$ cat src/hdl/itrn_pkg.sv
// ----------------------------------------------------------------------------
// itrn_pkg: shared types, constants and tables of the Roman numeral converter
// Holds the greedy table (values and letters), item kinds and the queue entry.
// ----------------------------------------------------------------------------
package itrn_pkg;

  localparam int NUM_W        = 12;
  localparam int CHAR_W       = 8;
  localparam int POS_W        = 4;
  localparam int NUM_ENTRIES  = 13;
  localparam int QUEUE_DEPTH  = 2;

  localparam logic [NUM_W-1:0] TOP_VALUE = NUM_W'(3999);

  localparam logic [CHAR_W-1:0] CH_NONE = 8'h00;
  localparam logic [CHAR_W-1:0] CH_I    = 8'h49;
  localparam logic [CHAR_W-1:0] CH_V    = 8'h56;
  localparam logic [CHAR_W-1:0] CH_X    = 8'h58;
  localparam logic [CHAR_W-1:0] CH_L    = 8'h4C;
  localparam logic [CHAR_W-1:0] CH_C    = 8'h43;
  localparam logic [CHAR_W-1:0] CH_D    = 8'h44;
  localparam logic [CHAR_W-1:0] CH_M    = 8'h4D;

  typedef enum logic [1:0] {
    KIND_NUMERAL = 2'd0,
    KIND_EMPTY   = 2'd1,
    KIND_RANGE   = 2'd2
  } kind_t;

  typedef struct packed {
    logic [NUM_W-1:0] number;
    kind_t            kind;
  } q_entry_t;

  function automatic logic [NUM_W-1:0] entry_value(input logic [POS_W-1:0] pos);
    logic [NUM_W-1:0] v;
    unique case (pos)
      4'd0:    v = NUM_W'(1000);
      4'd1:    v = NUM_W'(900);
      4'd2:    v = NUM_W'(500);
      4'd3:    v = NUM_W'(400);
      4'd4:    v = NUM_W'(100);
      4'd5:    v = NUM_W'(90);
      4'd6:    v = NUM_W'(50);
      4'd7:    v = NUM_W'(40);
      4'd8:    v = NUM_W'(10);
      4'd9:    v = NUM_W'(9);
      4'd10:   v = NUM_W'(5);
      4'd11:   v = NUM_W'(4);
      default: v = NUM_W'(1);
    endcase
    return v;
  endfunction

  function automatic logic [CHAR_W-1:0] entry_first(input logic [POS_W-1:0] pos);
    logic [CHAR_W-1:0] c;
    unique case (pos)
      4'd0:    c = CH_M;
      4'd1:    c = CH_C;
      4'd2:    c = CH_D;
      4'd3:    c = CH_C;
      4'd4:    c = CH_C;
      4'd5:    c = CH_X;
      4'd6:    c = CH_L;
      4'd7:    c = CH_X;
      4'd8:    c = CH_X;
      4'd9:    c = CH_I;
      4'd10:   c = CH_V;
      default: c = CH_I;
    endcase
    return c;
  endfunction

  function automatic logic [CHAR_W-1:0] entry_second(input logic [POS_W-1:0] pos);
    logic [CHAR_W-1:0] c;
    unique case (pos)
      4'd1:    c = CH_M;
      4'd3:    c = CH_D;
      4'd5:    c = CH_C;
      4'd7:    c = CH_L;
      4'd9:    c = CH_X;
      4'd11:   c = CH_V;
      default: c = CH_NONE;
    endcase
    return c;
  endfunction

endpackage

$ cat src/hdl/integer_to_roman_numeral.sv
// ----------------------------------------------------------------------------
// integer_to_roman_numeral: stream converter from unsigned number to Roman text
// Classifier front, short queue, greedy character generator back.
// ----------------------------------------------------------------------------
// Each transaction on the slave side carries a 12-bit unsigned number (upper
// bits of s_tdata are ignored). The block answers with a run of master-side
// transactions, one ASCII letter (I V X L C D M) each, in greedy order, and
// m_tlast marks the final letter. A zero input gives one transaction with
// m_tuser[0] set and m_tdata 0; an input above 3999 gives one transaction
// with m_tuser[1] set and m_tdata 0. A numeral has 1 to 15 letters: the
// character generator first loads the number, then emits its letters in
// turn; a flagged input is answered as it is taken from the queue. That
// generator, emitting one letter per cycle while the output is not stalled,
// sets the throughput. Up to two numbers queue ahead of the generator, so
// input accepts keep going while a conversion runs or the output stalls.
// ----------------------------------------------------------------------------
module integer_to_roman_numeral
  import itrn_pkg::*;
#(
  parameter int QDEPTH = QUEUE_DEPTH
) (
  input  logic        clk,
  input  logic        rst,
  input  logic        s_tvalid,
  output logic        s_tready,
  input  logic [15:0] s_tdata,   // [11:0] number, [15:12] zero fill
  output logic        m_tvalid,
  input  logic        m_tready,
  output logic [7:0]  m_tdata,   // [7:0] symbol_char
  output logic        m_tlast,   // last_char
  output logic [1:0]  m_tuser    // [0] empty_result, [1] out_of_range
);

  logic     q_full;
  logic     q_push;
  q_entry_t q_in;
  logic     q_pop;
  logic     q_valid;
  q_entry_t q_head;

  // classify and queue incoming numbers
  itrn_front u_front (
    .s_tvalid (s_tvalid),
    .s_tready (s_tready),
    .s_tdata  (s_tdata),
    .q_full   (q_full),
    .q_push   (q_push),
    .q_entry  (q_in)
  );

  // hold classified numbers until the generator is free
  itrn_queue #(
    .DEPTH (QDEPTH)
  ) u_queue (
    .clk        (clk),
    .rst        (rst),
    .push       (q_push),
    .push_entry (q_in),
    .full       (q_full),
    .pop        (q_pop),
    .head_valid (q_valid),
    .head_entry (q_head)
  );

  // walk the greedy table and drive the registered output stage
  itrn_back u_back (
    .clk      (clk),
    .rst      (rst),
    .q_valid  (q_valid),
    .q_entry  (q_head),
    .q_pop    (q_pop),
    .m_tvalid (m_tvalid),
    .m_tready (m_tready),
    .m_tdata  (m_tdata),
    .m_tlast  (m_tlast),
    .m_tuser  (m_tuser)
  );

endmodule

$ cat src/hdl/itrn_queue.sv
// ----------------------------------------------------------------------------
// itrn_queue: short FIFO between the classifier and the character generator
// Register-based circular buffer; combinational read of the head entry.
// ----------------------------------------------------------------------------
module itrn_queue
  import itrn_pkg::*;
#(
  parameter int DEPTH = QUEUE_DEPTH
) (
  input  logic     clk,
  input  logic     rst,
  input  logic     push,
  input  q_entry_t push_entry,
  output logic     full,
  input  logic     pop,
  output logic     head_valid,
  output q_entry_t head_entry
);

  localparam int PTR_W = $clog2(DEPTH);
  localparam int CNT_W = $clog2(DEPTH + 1);

  q_entry_t           slots [DEPTH];
  logic [PTR_W-1:0]   wr_ptr;
  logic [PTR_W-1:0]   rd_ptr;
  logic [CNT_W-1:0]   count;

  assign full       = (count == CNT_W'(DEPTH));
  assign head_valid = (count != '0);
  assign head_entry = slots[rd_ptr];

  always_ff @(posedge clk) begin
    if (push) begin
      slots[wr_ptr] <= push_entry;
    end
  end

  always_ff @(posedge clk) begin
    if (rst) begin
      wr_ptr <= '0;
      rd_ptr <= '0;
      count  <= '0;
    end else begin
      if (push) begin
        wr_ptr <= (wr_ptr == PTR_W'(DEPTH - 1)) ? '0 : wr_ptr + 1'b1;
      end
      if (pop) begin
        rd_ptr <= (rd_ptr == PTR_W'(DEPTH - 1)) ? '0 : rd_ptr + 1'b1;
      end
      if (push && !pop) begin
        count <= count + 1'b1;
      end else if (pop && !push) begin
        count <= count - 1'b1;
      end
    end
  end

endmodule

$ cat src/hdl/itrn_front.sv
// ----------------------------------------------------------------------------
// itrn_front: input acceptance and classification
// Sorts each number into zero, out of range or convertible and queues it.
// ----------------------------------------------------------------------------
module itrn_front
  import itrn_pkg::*;
(
  input  logic        s_tvalid,
  output logic        s_tready,
  input  logic [15:0] s_tdata,
  input  logic        q_full,
  output logic        q_push,
  output q_entry_t    q_entry
);

  logic [NUM_W-1:0] number;

  assign number   = s_tdata[NUM_W-1:0];
  assign s_tready = !q_full;
  assign q_push   = s_tvalid && !q_full;

  always_comb begin
    q_entry.number = number;
    if (number == '0) begin
      q_entry.kind = KIND_EMPTY;
    end else if (number > TOP_VALUE) begin
      q_entry.kind = KIND_RANGE;
    end else begin
      q_entry.kind = KIND_NUMERAL;
    end
  end

endmodule

$ cat src/hdl/itrn_back.sv
// ----------------------------------------------------------------------------
// itrn_back: greedy character generator
// Emits one numeral character per cycle, while the output is not stalled, into a registered output stage.
// ----------------------------------------------------------------------------
module itrn_back
  import itrn_pkg::*;
(
  input  logic        clk,
  input  logic        rst,
  input  logic        q_valid,
  input  q_entry_t    q_entry,
  output logic        q_pop,
  output logic        m_tvalid,
  input  logic        m_tready,
  output logic [7:0]  m_tdata,
  output logic        m_tlast,
  output logic [1:0]  m_tuser
);

  typedef enum logic [1:0] {
    ST_IDLE = 2'b01,
    ST_RUN  = 2'b10
  } state_t;

  state_t            state, state_next;
  logic [NUM_W-1:0]  remainder, remainder_next;
  logic              pending, pending_next;
  logic [CHAR_W-1:0] second, second_next;

  logic              advance;
  logic              out_load;
  logic [CHAR_W-1:0] out_char;
  logic              out_last;
  logic              out_empty;
  logic              out_range;

  logic [POS_W-1:0]  pos_sel;
  logic [NUM_W-1:0]  rem_sub;

  assign advance = !m_tvalid || m_tready;

  // largest table entry not above the remainder
  always_comb begin
    pos_sel = POS_W'(NUM_ENTRIES - 1);
    for (int i = NUM_ENTRIES - 1; i >= 0; i--) begin
      if (remainder >= entry_value(POS_W'(i))) begin
        pos_sel = POS_W'(i);
      end
    end
  end

  assign rem_sub = remainder - entry_value(pos_sel);

  always_comb begin
    state_next     = state;
    remainder_next = remainder;
    pending_next   = pending;
    second_next    = second;
    q_pop          = 1'b0;
    out_load       = 1'b0;
    out_char       = CH_NONE;
    out_last       = 1'b0;
    out_empty      = 1'b0;
    out_range      = 1'b0;
    unique case (state)
      ST_IDLE: begin
        if (advance && q_valid) begin
          q_pop = 1'b1;
          if (q_entry.kind == KIND_NUMERAL) begin
            remainder_next = q_entry.number;
            pending_next   = 1'b0;
            state_next     = ST_RUN;
          end else begin
            out_load  = 1'b1;
            out_last  = 1'b1;
            out_empty = (q_entry.kind == KIND_EMPTY);
            out_range = (q_entry.kind == KIND_RANGE);
          end
        end
      end
      ST_RUN: begin
        if (advance) begin
          out_load = 1'b1;
          if (pending) begin
            out_char     = second;
            pending_next = 1'b0;
            out_last     = (remainder == '0);
          end else begin
            out_char       = entry_first(pos_sel);
            remainder_next = rem_sub;
            second_next    = entry_second(pos_sel);
            pending_next   = (entry_second(pos_sel) != CH_NONE);
            out_last       = (rem_sub == '0) && (entry_second(pos_sel) == CH_NONE);
          end
          if (out_last) begin
            state_next = ST_IDLE;
          end
        end
      end
      default: begin
        state_next = ST_IDLE;
      end
    endcase
  end

  always_ff @(posedge clk) begin
    if (rst) begin
      state     <= ST_IDLE;
      pending   <= 1'b0;
      remainder <= '0;
      m_tvalid  <= 1'b0;
    end else begin
      state     <= state_next;
      pending   <= pending_next;
      remainder <= remainder_next;
      if (advance) begin
        m_tvalid <= out_load;
      end
    end
  end

  always_ff @(posedge clk) begin
    second <= second_next;
    if (advance && out_load) begin
      m_tdata <= out_char;
      m_tlast <= out_last;
      m_tuser <= {out_range, out_empty};
    end
  end

  // a conversion never holds more than the largest convertible value
  assert property (@(posedge clk) disable iff (rst)
    (state == ST_RUN) |-> (remainder <= TOP_VALUE))
    else $error("remainder above convertible range");

  // flagged results carry no character and close their item
  assert property (@(posedge clk) disable iff (rst)
    (m_tvalid && (m_tuser != 2'b00)) |-> (m_tlast && (m_tdata == CH_NONE)))
    else $error("flagged result with character or not last");

  // plain results always carry a letter
  assert property (@(posedge clk) disable iff (rst)
    (m_tvalid && (m_tuser == 2'b00)) |-> (m_tdata != CH_NONE))
    else $error("numeral result without a letter");

  // zero and out-of-range flags exclude each other
  assert property (@(posedge clk) disable iff (rst)
    m_tvalid |-> (m_tuser != 2'b11))
    else $error("both result flags set");

  // the second letter of a pair only waits inside a conversion
  assert property (@(posedge clk) disable iff (rst)
    pending |-> (state == ST_RUN))
    else $error("second letter pending while idle");

endmodule

$ cat config.mk
export PLATFORM = sky130hd
export DESIGN_NAME = integer_to_roman_numeral
export DESIGN_NICKNAME = d
export VERILOG_FILES = /design/src/hdl/itrn_pkg.sv /design/src/hdl/integer_to_roman_numeral.sv /design/src/hdl/itrn_queue.sv /design/src/hdl/itrn_front.sv /design/src/hdl/itrn_back.sv
export SDC_FILE = /design/constraint.sdc
export NUM_CORES = 1
export LEC_CHECK = 0
export BUFFER_PORTS_ARGS = -buffer_cell sky130_fd_sc_hd__buf_2
export CAP_MARGIN = 20
export CORE_MARGIN = 1
export CORE_UTILIZATION = 54
export DETAILED_ROUTE_END_ITERATION = 6
export MAX_ROUTING_LAYER = met4
export PLACE_DENSITY = 0.75
export SYNTH_ARGS = -nofsm -noshare
export SYNTH_HDL_FRONTEND = slang
export SYNTH_SLANG_ARGS = --single-unit
$ cat constraint.sdc
create_clock -name clk -period 4.3 [get_ports clk]
set_input_delay 0.43 -clock clk [delete_from_list [all_inputs] [get_ports clk]]
set_output_delay 0.43 -clock clk [all_outputs]
set_load 0.02 [all_outputs]
# Word-level counts from Yosys, hierarchy flattened

Memory sizes are Yosys's and may differ from the RTL's. A register that Yosys moved wholly into a read port is not among the register bits.
Cells that the tools add are included.

Bits in read-only memories: 240
Memories kept: 3
Output and inout bits: 13
Logic and storage cells: 130
Bits of input ports: 20
Bits in writable memories: 28
Register bits after elaboration: 39

Memories:

| memory           | words | width | read ports | clocked after memory_dff | wr ports | RTL line         | source |
|---|---|---|---|---|---|---|---|
| (name not given) | 16    | 10    | 1          | 0                        | 0        | itrn_pkg.sv:37   | `unique case (pos)` |
| (name not given) | 16    | 5     | 1          | 0                        | 0        | itrn_pkg.sv:57   | `unique case (pos)` |
| u_queue.slots    | 2     | 14    | 1          | 1                        | 1        | itrn_queue.sv:23 | `q_entry_t slots [DEPTH];` |

Multiplexer cells: 53
Equality and inequality tests: 16
Magnitude comparators: 13
Reductions and logical operators: 26
Bitwise logic cells: 3
Add/sub/neg operators: 5

Operators by type and width:

| cell                                                                    | count |
|---|---|
| 12-bit 2-to-1 mux                                                       | 4 |
| 7-bit one-hot mux with 6 select lines                                   | 1 |
| 12-bit zero test                                                        | 3 |
| 4-bit 2-to-1 mux                                                        | 8 |
| 8-bit 2-to-1 mux                                                        | 4 |
| 12-bit by 10-bit >= comparator with 1-bit output, second input constant | 2 |
| 12-bit by 3-bit >= comparator with 1-bit output, second input constant  | 2 |
| 12-bit by 4-bit >= comparator with 1-bit output, second input constant  | 2 |
| 12-bit by 6-bit >= comparator with 1-bit output, second input constant  | 2 |
| 12-bit by 7-bit >= comparator with 1-bit output, second input constant  | 2 |
| 12-bit by 9-bit >= comparator with 1-bit output, second input constant  | 2 |
| 12-bit one-hot mux with 2 select lines                                  | 1 |
| 1-bit 2-to-1 mux                                                        | 19 |
| 2-bit 2-to-1 mux                                                        | 8 |
| 12-bit > comparator, second input constant                              | 1 |
| 3-bit 2-to-1 mux                                                        | 4 |
| 12-bit subtractor                                                       | 1 |
| 4-bit by 3-bit equality test with 1-bit output, second input constant   | 2 |
| 4-bit equality test, second input constant                              | 2 |
| 8-bit zero test                                                         | 1 |
| 2-bit by 1-bit != test with 1-bit output, second input constant         | 4 |
| 4-bit AND reduction                                                     | 2 |
| 8-bit nonzero test                                                      | 1 |
| 2-bit equality test, second input constant                              | 3 |
| other kinds (19)                                                        | 35 |

# Longest topological paths before layout

Word-level depth: 26
Gate-level depth with buffers: 19
Mapped depth without buffers: 18

# Hierarchy

Synthesis repeated with hierarchy kept, for this count alone.

Cell total of the unflattened synthesis: 392
Area total of the unflattened synthesis: 3886.2 µm²

Modules (own cells, without submodules):

| module     | area an instance (µm²) | cells each | instances | seq. area each (µm²) |
|---|---|---|---|---|
| itrn_back  | 2529.9                 | 306        | 1         | 770.7 |
| itrn_queue | 1216.2                 | 65         | 1         | 940.9 |
| itrn_front | 140.1                  | 21         | 1         | 0.0 |

# Worst setup path after synthesis

Ideal clock, no wire load.

Path type: register to register
From: reg u_back.remainder[7]
To: reg u_back.state[0]
Path buffers: 0
Stages on the path, launching flop included: 19
Clock period less this slack: 4660 ps
Path slack: -360 ps
Setup time: 120 ps
Data arrival time: 4540 ps
Data required time: 4180 ps
Cells stage by stage: dfxtp_1 -> or4_4 -> or2_2 -> nor3_2 -> nand2_1 -> a21oi_1 -> ha_1 -> a21oi_1 -> nor2_1 -> ha_1 -> fa_1 -> nand2b_1 -> a21oi_1 -> o311ai_0 -> nor4_1 -> and4_1 -> a31oi_1 -> or4b_1 -> o31a_1

Longest elaborated chain between the ends: 25
Elaborated cells between the ends (all ways): 45
Those cells by class: add/sub: 1; order compare: 12; eq/ne: 7; mux: 19; reduce/logical: 5; memory: 1

Ends and longest elaborated chain:

| what                                                                                                     | RTL line         | source |
|---|---|---|
| start, declared                                                                                          | itrn_back.sv:26  | `logic [NUM_W-1:0] remainder, remainder_next;` |
| start signal, assigned                                                                                   | itrn_back.sv:115 | `remainder <= remainder_next;` |
| parallel branches: the longest is 20 deep, another holds 12-bit by 3-bit >= comparator with 1-bit output | -                |  |
| 1-bit 2-to-1 mux (*)                                                                                     | itrn_back.sv:84  | `if (pending) begin` |
| 1-bit 2-to-1 mux (*)                                                                                     | itrn_back.sv:82  | `if (advance) begin` |
| 1-bit 2-to-1 mux (*)                                                                                     | itrn_back.sv:65  | `unique case (state)` |
| 2-bit by 1-bit != test with 1-bit output (no source line) (*)                                            | -                |  |
| 4-bit AND reduction (no source line) (*)                                                                 | -                |  |
| end signal, assigned                                                                                     | itrn_back.sv:113 | `state <= state_next;` |
| end, declared                                                                                            | itrn_back.sv:25  | `state_t state, state_next;` |

Every way passes the cells marked *. The select of a mux whose other input is x is not followed.
A chain may end at the register's enable or synchronous reset.

# Final worst setup path

From: reg u_back.remainder[10]
To: reg u_back.state[0]

The elaborated chain is that of the path after synthesis.

==> results.json <==
{
  "cts.reportedPaths.clkPinSlew_ps": 80,
  "ys_warn_count": 0,
  "max_slew_margin_pct": 32.0,
  "clock-root-buffer": "clkbuf_8",
  "grt_max_degree": 26,
  "final.period_utilization_pct": 105,
  "grt_pass1_vias": 3293,
  "synth_async_sr_flop_share_pct": 0,
  "yosysMostFrequentCell": "nor2_1",
  "place_congestion": 0.998,
  "dp.cells": 562,
  "firstDrtPassIters": 4,
  "synth_flop_cell": "edfxtp_1",
  "drive_gt1_share_pct": 32.7,
  "preCtsSetupSlack_ps": -366,
  "core_um2": 6790,
  "ys_seq_area_share_pct": 45.0,
  "dp_hpwl_mm": 6.63,
  "worst_pin_slew_ps": 1020,
  "hold_ws_ps": 290,
  "die_h_um": 85.9,
  "fin_nets": 527,
  "ant_nets": 0,
  "cp_data_arrival_time_ps": 4760,
  "overflow": 0,
  "period_minus_slack_ps": 4530,
  "crit_start": "u_back.remainder[10]",
  "outcome": "complete, but fails checks",
  "max_stage_delay_ps": 580,
  "cts.hold.buffers_added": 0,
  "cpMostUsedCell": "buf_4",
  "cp_slowest_cell": "or4_4",
  "viasPerCell": 5.81,
  "area_delta_synth_final_pct": 30.9,
  "wl_per_cell_um": 16.2,
  "synth_common_cells": "nor2_1, edfxtp_1, a21oi_1",
  "min_from": "s_tdata[2]",
  "die_w_um": 85.9,
  "synth_area_leaders": "edfxtp_1, dfxtp_1, ha_1, a21oi_1, nor2_1",
  "hold_class": "input port to flip-flop",
  "multi_input_area_um2": 2220,
  "antenna_found_initial": 0,
  "crit_family": "simple AND/OR/NAND/NOR gates",
  "vias": 3420,
  "worstPathCellList": "or4_4 -> or2_4 -> o41ai_4 -> nand2_2 -> buf_4 -> buf_4 -> nor2_1 -> or2_2 -> ha_1 -> buf_4 -> nand2_1 -> a21boi_0 -> o22a_1 -> o311ai_4 -> and2_4 -> a31oi_4 -> or4b_4 -> o31a_1",
  "worst_clock_skew_ps": 12.4,
  "yosys.area.top_type": "edfxtp_1",
  "r2r_start": "u_back.remainder[10]",
  "cts_buffer_depth": 2,
  "ios": 33,
  "die_area_um2": 7390,
  "cts_sinks": 64,
  "drc_errors": 0,
  "rows": 30,
  "cp-start-kind": "flip-flop",
  "diodes": 0,
  "port_buffers": 26,
  "drt-total-wl_mm": 9.55,
  "fmaxAchievable_ghz": 0.221,
  "path_max_fanout": 5,
  "grt_use_total_pct": 27.2,
  "finalMaxSlewViolations": 0,
  "path_buf_inv": 3,
  "syn_inst": 399,
  "avgSynthCellArea_um2": 9.54,
  "worstPathRequired_ps": 4530,
  "instances_no_fill": 589,
  "synth_seq_cells": 64,
  "yosysTopAreaCellShare_pct": 33.9,
  "synth.distinct_cells": 66,
  "stdcell_area_um2": 4980,
  "start_util_pct": 56.0,
  "clk_latency_ps": 340,
  "drv_cap": 0,
  "cts_buffers": 9,
  "htree_num_levels": 3,
  "grt_pass1_wl_mm": 15.0,
  "crit_type": "flip-flop to flip-flop",
  "setup_ws_ps": -227,
  "hold_viol": 0,
  "synth_edf_count": 43,
  "violations": "setup timing",
  "netlist_area_um2": 3800,
  "worstSetupEndpointType": "flip-flop",
  "drt_iter0_drc": 214,
  "placed_area_um2": 4460,
  "fill_cells": 489,
  "final-setup-viol-count": 3,
  "cts_tree": "yes",
  "seq_area_um2": 1710,
  "rsz0062_at_grt": "yes"
}
==> worst reg2reg max path, cell delays in order, from the launching register on <==
cell and delay [ps]:
dfxtp_2 320, or4_4 580, or2_4 300, o41ai_4 310
nand2_2 130, buf_4 160, buf_4 140, nor2_1 170
or2_2 150, ha_1 240, buf_4 170, nand2_1 70
a21boi_0 130, o22a_1 300, o311ai_4 300, and2_4 230
a31oi_4 110, or4b_4 500, o31a_1 110
==> registers in the layout, indices dropped and copies added, names as in the netlist, 2 cells and up, named ones only <==
name and flops:
u_back.second 6, u_back.m_tdata 6, u_queue.count 2, u_back.remainder 12, u_back.state 2, u_queue.slots 28, u_back.m_tuser 2
==> repair_timing <==
item                                   in CTS  in global routing
endpoints found under the hold margin       0                  0
setup endpoints to repair                   3                  6
pin swaps                                  14                 17
buffers inserted                            5                  5
resized for setup                          23                 21
==> worst paths after layout <==
path                                            end  slack [ps]  cells past startpoint
worst max-delay path                u_back.state[0]        -230                     18
worst max register to register      u_back.state[0]        -230                     18
worst min register to register       u_queue.rd_ptr         510                      2
worst min-delay path            u_queue.slots[0][4]         290                      1
==> per-layer routing <==
metal	GRT usage, %	vias to the layer above	share of wire (%)
met5	-	-	0
met4	10.3	0	2.3
met3	4.52	19	4.0
met2	45.0	91	49
met1	33.3	1656	44
li1	-	1654	-
==> per-stage QoR <==
step                      setup TNS [ps]  utilization (%)
after floorplan                        0                -
after global placement              -403             65.7
after detailed placement            -781             65.7
after CTS                           -388             71.2
after global routing                -911             73.3
final                               -427             73.3
==> cell type report <==
type | instances | share of cell area, %
multi-input cells | 299 | 44.6
flip-flops and latches | 64 | 34.4
repair buffers | 95 | 13.0
clock buffers | 11 | 3.49
well taps | 96 | 2.41
inverters | 19 | 1.43
clock inverters | 5 | 0.703
==> layout by cell type, fill, tap and decap left out, types with 3 or more instances in the layout <==
cell,n
clkbuf_8,9
nor4_1,4
buf_2,26
o21ai_1,6
dfxtp_1,20
mux2i_1,7
o21ai_0,13
o311ai_4,3
a21oi_1,34
nor3_1,6
nor2_2,3
o211ai_1,5
nand2_1,22
a21oi_2,3
xnor2_2,3
nand4_1,3
buf_4,69
and3_1,3
edfxtp_1,43
nor2_1,49
nand2b_1,8
nor2b_1,9
and2_4,3
nor3b_1,3
or4_1,3
a31oi_1,3
a211oi_1,19
inv_1,19
or2_2,4
ha_1,15
xor2_1,6
==> kinds of logic after synthesis <==
| family | synth area share, % |
|---|---|
| simple gates | 19.8 |
| compound gates | 20.3 |
| flops | 45.0 |
| buf+inv | 4.24 |
| fa+ha+maj | 6.45 |
| xor+xnor | 2.30 |
| mux | 1.84 |
| other cells | 0.0986 |
Power is left out: the tool's default activity adds up to more than one toggle a clock period on the data nets, which glitch-free logic cannot reach.
